<file path="src/design/srtf_pkg.sv">
// ----------------------------------------------------------------------------
// srtf_pkg
// Shared types and constants of the scheduler.
// ----------------------------------------------------------------------------
`default_nettype none
package srtf_pkg;
  localparam int MaxProcs  = 16;
  localparam int MaxIoOps  = 4;
  localparam int TimeBits  = 16;
  localparam int IdxBits   = $clog2(MaxProcs);
  localparam int SlotBits  = $clog2(MaxIoOps);
  localparam int CntBits   = $clog2(MaxProcs + 1);
  localparam int IoCntBits = $clog2(MaxIoOps + 1);
  localparam logic [TimeBits-1:0] TimeMax = {TimeBits{1'b1}};

  localparam logic [1:0] CmdLoadProc = 2'd0;
  localparam logic [1:0] CmdLoadIo   = 2'd1;
  localparam logic [1:0] CmdTick     = 2'd2;
  localparam logic [1:0] CmdRestart  = 2'd3;

  typedef struct packed {
    logic [1:0]          command;
    logic [IdxBits-1:0]  proc_index;
    logic [TimeBits-1:0] arrive_tick;
    logic [TimeBits-1:0] burst_time;
    logic [2:0]          io_total;
    logic [SlotBits-1:0] io_slot;
    logic [TimeBits-1:0] io_start;
    logic [TimeBits-1:0] io_duration;
  } item_t;

  typedef struct packed {
    logic                idle;
    logic [IdxBits-1:0]  running_index;
    logic                first_run;
    logic [TimeBits-1:0] response_ticks;
    logic                finished_now;
    logic [TimeBits-1:0] completion_tick;
    logic                io_begun;
    logic                all_done;
    logic [TimeBits-1:0] current_tick;
  } result_t;

  // controller to datapath
  typedef struct packed {
    logic               load;     // capture item
    logic               exec;     // do load or restart on held item
    logic               dec;      // countdown pass (scheduled entries)
    logic               scan;     // compare entry at idx
    logic               scan_first;
    logic [IdxBits-1:0] idx;
    logic               commit;   // update chosen entry, build result
  } cmd_t;

  typedef struct packed {
    logic [1:0] command;
  } stat_t;
endpackage
`default_nettype wire

</file>
<file path="src/design/srtf_ctrl.sv">
// ----------------------------------------------------------------------------
// srtf_ctrl
// Sequencer: load/restart in one step, tick as countdown, scan, commit.
// ----------------------------------------------------------------------------
`default_nettype none
module srtf_ctrl (
  input  wire logic            clk_i,
  input  wire logic            rst_ni,
  input  wire logic            in_fire_i,
  output logic                 in_ready_o,
  input  wire logic            out_busy_i,
  input  wire logic [4:0]      count_i,
  input  wire srtf_pkg::stat_t stat_i,
  output srtf_pkg::cmd_t       cmd_o,
  output logic                 out_push_o
);
  typedef enum logic [4:0] {
    StIdle = 5'b00001, StExec = 5'b00010, StDec = 5'b00100,
    StScan = 5'b01000, StCommit = 5'b10000
  } state_e;
  state_e state_q, state_d;
  logic [srtf_pkg::CntBits-1:0] idx_q, idx_d, lim;

  always_comb begin
    if (count_i > 5'(srtf_pkg::MaxProcs)) lim = srtf_pkg::CntBits'(srtf_pkg::MaxProcs);
    else lim = srtf_pkg::CntBits'(count_i);
  end

  assign in_ready_o = (state_q == StIdle);

  always_comb begin
    state_d = state_q;
    idx_d   = idx_q;
    cmd_o   = '0;
    cmd_o.idx = idx_q[srtf_pkg::IdxBits-1:0];
    out_push_o = 1'b0;
    case (state_q)
      StIdle: begin
        cmd_o.load = in_fire_i;
        if (in_fire_i) state_d = StExec;
      end
      StExec: begin
        if (stat_i.command == srtf_pkg::CmdTick) begin
          state_d = StDec;
        end else begin
          cmd_o.exec = 1'b1;
          state_d = StIdle;
        end
      end
      StDec: begin
        cmd_o.dec = 1'b1;
        idx_d = '0;
        state_d = StScan;
      end
      StScan: begin
        if (idx_q < lim) begin
          cmd_o.scan = 1'b1;
          cmd_o.scan_first = (idx_q == '0);
          idx_d = idx_q + 1'b1;
        end else begin
          state_d = StCommit;
        end
      end
      StCommit: begin
        if (!out_busy_i) begin
          cmd_o.commit = 1'b1;
          out_push_o = 1'b1;
          state_d = StIdle;
        end
      end
      default: state_d = StIdle;
    endcase
  end

  always_ff @(posedge clk_i or negedge rst_ni) begin
    if (!rst_ni) begin
      state_q <= StIdle;
      idx_q   <= '0;
    end else begin
      state_q <= state_d;
      idx_q   <= idx_d;
    end
  end
endmodule
`default_nettype wire

</file>
<file path="config.mk">
export PLATFORM = sky130hd
export DESIGN_NAME = srtf_ctrl
export DESIGN_NICKNAME = d
export VERILOG_FILES = /design/src/design/srtf_pkg.sv /design/src/design/srtf_ctrl.sv
export SDC_FILE = /design/constraint.sdc
export NUM_CORES = 1
export LEC_CHECK = 0
export ABC_AREA = 1
export BUFFER_PORTS_ARGS = -buffer_cell sky130_fd_sc_hd__buf_2
export CAP_MARGIN = 20
export CORE_MARGIN = 5
export CORE_UTILIZATION = 45
export DETAILED_ROUTE_END_ITERATION = 16
export HOLD_SLACK_MARGIN = 0.06
export PLACE_DENSITY = 0.73
export SYNTH_ARGS = -nofsm -noshare
export SYNTH_HDL_FRONTEND = slang
export SYNTH_SLANG_ARGS = --single-unit
</file>
<file path="constraint.sdc">
create_clock -name clk_i -period 1.8 [get_ports clk_i]
set_clock_uncertainty 0.2 [all_clocks]
set_input_delay 0.45 -clock clk_i [delete_from_list [all_inputs] [get_ports clk_i]]
set_output_delay 0.45 -clock clk_i [all_outputs]
set_load 0.01 [all_outputs]
</file>
==> metrics.yaml <==
holdCritStartpoint: "stat_i[0]"
setup_slack_ns: -0.379
h-tree-depth: 1
rows: 15
startpoint: "count_i[4]"
utilization_pct: 76.9
nFillCells: 116
via_count: 922
ys_seq_elements: 10
period_needed_ns: 2.18
grt_setup_unrepaired: "yes"
yosysWarnings: 0
fp.dieW_um: 52.5
p_leak_nw: 0.704
synth_cell_type_count: 21
worst_setup_path_end_kind: "output port"
antenna_left: 0
period_share_pct: 121
worstPathRequired_ns: 1.15
critPathMaxFanout: 5
core_area_mm2: 0.00173
tritoncts: "built"
drt_iter0_drc: 32
violations: "setup timing"
cts_buffers: 3
synth.area.top_cells: "dfrtp_1 (28%), nand2_1 (14%), ha_1 (9.2%), inv_1 (8.3%), nand3_1 (8.0%)"
insertion_delay_ns: 0.26
grt-ovfl-total: 0
path_clk_slew_ns: 0.07
slew_violations: 0
vdd_ir_drop_max_v: 0.000900
crit_path_start_kind: "input port"
instances_no_fill: 186
start_util_pct: 47.1
syn-num-nets: 133
yosysTopAreaCellShare_pct: 27.7
drive_gt1_share_pct: 57.1
tightest_slew_ns: 0.317
nets: 179
max_freq_mhz: 459
cellPowerDensity_mw_per_mm2: 781
areaGrowthSynthToFinish_pct: 63.2
placedCellCount: 165
io_buffers: 22
die_h_um: 52.5
first_global_vias: 908
drt_pre_antenna_iters: 4
whs_ns: 0.159
max_stage_delay_ns: 0.23
maxCapViolCount: 0
syn_inst: 116
syn_area_per_cell_um2: 7.01
vias_per_cell: 4.96
max-slew-margin-rel_pct: 78.9
path_class: "in -> out"
ios: 23
grt_max_degree: 11
crit_slowest_cell: "ha_4"
gp_congestion: 0.820
cts_sinks: 10
min_path_type: "in -> reg"
setup_tns_ns: -1.42
seq_area_frac_synth_pct: 30.9
reg2reg_from: "idx_q[2]"
grt_use_total_pct: 17.8
crit_arrival_ns: 1.53
post_drt_wl_per_cell_um: 12.6
worst-path-buf-inv: 3
antenna_cells: 0
crit_family: "simple AND/OR/NAND/NOR gates"
hold_viol: 0
dp_hpwl_um: 1420
root_buffer: "clkbuf_4"
grt_first_pass_wirelength_um: 3660
cts_buffer_depth: 2
totalWireLength_um: 2340
status: "finished, violations left"
dp_slack_ns: -0.485
drc_errors: 0
setup_viol: 8
yosysTopAreaCell: "dfrtp_1"
grt_antenna_before_repair: 0
die_area_mm2: 0.00276
crit_chain: "buf_6, inv_16, nand2_4, ha_4, nand2_2, nand2_2, a21oi_2, nand3_4, nor2_4, buf_6"
syn-cell-area_um2: 813
through the flow:
step / total power [mW] / cell area [um^2]
after floorplan: 0.470 / 872
after global placement: 0.545 / 1030
after detailed placement: 0.554 / 1030
after CTS: 0.953 / 1250
after global routing: 1.11 / 1330
final: 1.04 / 1330
synthesized netlist by cell type (all sizes together):
cell type,n
a21oi,1
buf,5
dfrtp,9
dfstp,1
ha,6
inv,19
nand2,33
nand3,14
nand4,1
nor2,20
nor3,1
o211ai,1
o21ai,2
xnor2,1
xor2,2
timing repair:
action,4_1_cts,5_1_grt
cloned,0,0
gates resized for setup,18,24
hold buffers,1,0
hold endpoints to repair,9,0
buffers inserted,17,3
setup endpoints to repair,8,17
pin swaps,10,13
cells in the final DEF, fill, tap and decap left out, types with 2 or more instances in the layout:
cell type	instances
clkbuf_4	3
buf_2	17
buf_6	7
ha_1	3
o21ai_0	2
inv_2	6
inv_1	12
nor2_4	7
nand2_2	12
nand2_1	19
dfrtp_1	7
nor2_1	7
nand3_2	2
xor2_1	2
buf_4	20
nand3_1	11
ha_4	3
dfrtp_2	2
nor2_2	6
power breakdown:
group,total (mW),internal (mW),switching (mW)
Combinational,0.565,0.284,0.281
Clock,0.169,0.0855,0.0833
Sequential,0.302,0.259,0.0428
logic make-up after synthesis:
group                      Yosys count  synth area share, %
xor gates and xnor gates             3                 3.23
and+or+nand+nor                     69                 40.0
AOI/OAI and AO/OA                    4                 3.23
buffers and inverters               24                 13.4
adders and majority gates            6                 9.23
DFF                                 10                 30.9
sequential cells by signal, summed over array words and instances, names as in the netlist:
signal and count:
idx_q 5, state_q 5
path summary, 6_finish.rpt:
kind	to	slack, ns	depth (start not counted)
max	cmd_o[5]	-0.38	10
min in group asynchronous	state_q[4]	0.38	2
min	state_q[2]	0.16	2
max in group asynchronous	state_q[0]	0.77	2
max reg2reg	idx_q[2]	0	10
min reg2reg	idx_q[0]	0.44	3
worst register-to-register path: cells and delay by family, from the launching register on:
family | cells | cell delay, ns
adder cells (fa/ha/maj) | 1 | 0.28
buffers and inverters | 2 | 0.26
flip-flops | 1 | 0.41
AND/OR/NAND/NOR | 7 | 0.55
area by class of cell:
| cell class | count | area [um^2] | area share, % |
|---|---|---|---|
| Multi-Input combinational cell | 82 | 589 | 44.4 |
| Timing Repair Buffer | 46 | 339 | 25.5 |
| Sequential cell | 10 | 254 | 19.1 |
| Inverter | 19 | 87.6 | 6.60 |
| Tap cell | 25 | 31.3 | 2.36 |
| Clock buffer | 4 | 26.3 | 1.98 |
layer usage:
layer | GRT usage (%) | part of all wire [%] | up-vias
met4 | 8.51 | 1.8 | 0
met3 | 2.85 | 6.7 | 6
met2 | 31.2 | 52 | 40
met5 | 0 | 0 | -
li1 | - | - | 446
met1 | 20.9 | 40 | 430
Note: power is estimated with default switching activity, not from simulation.
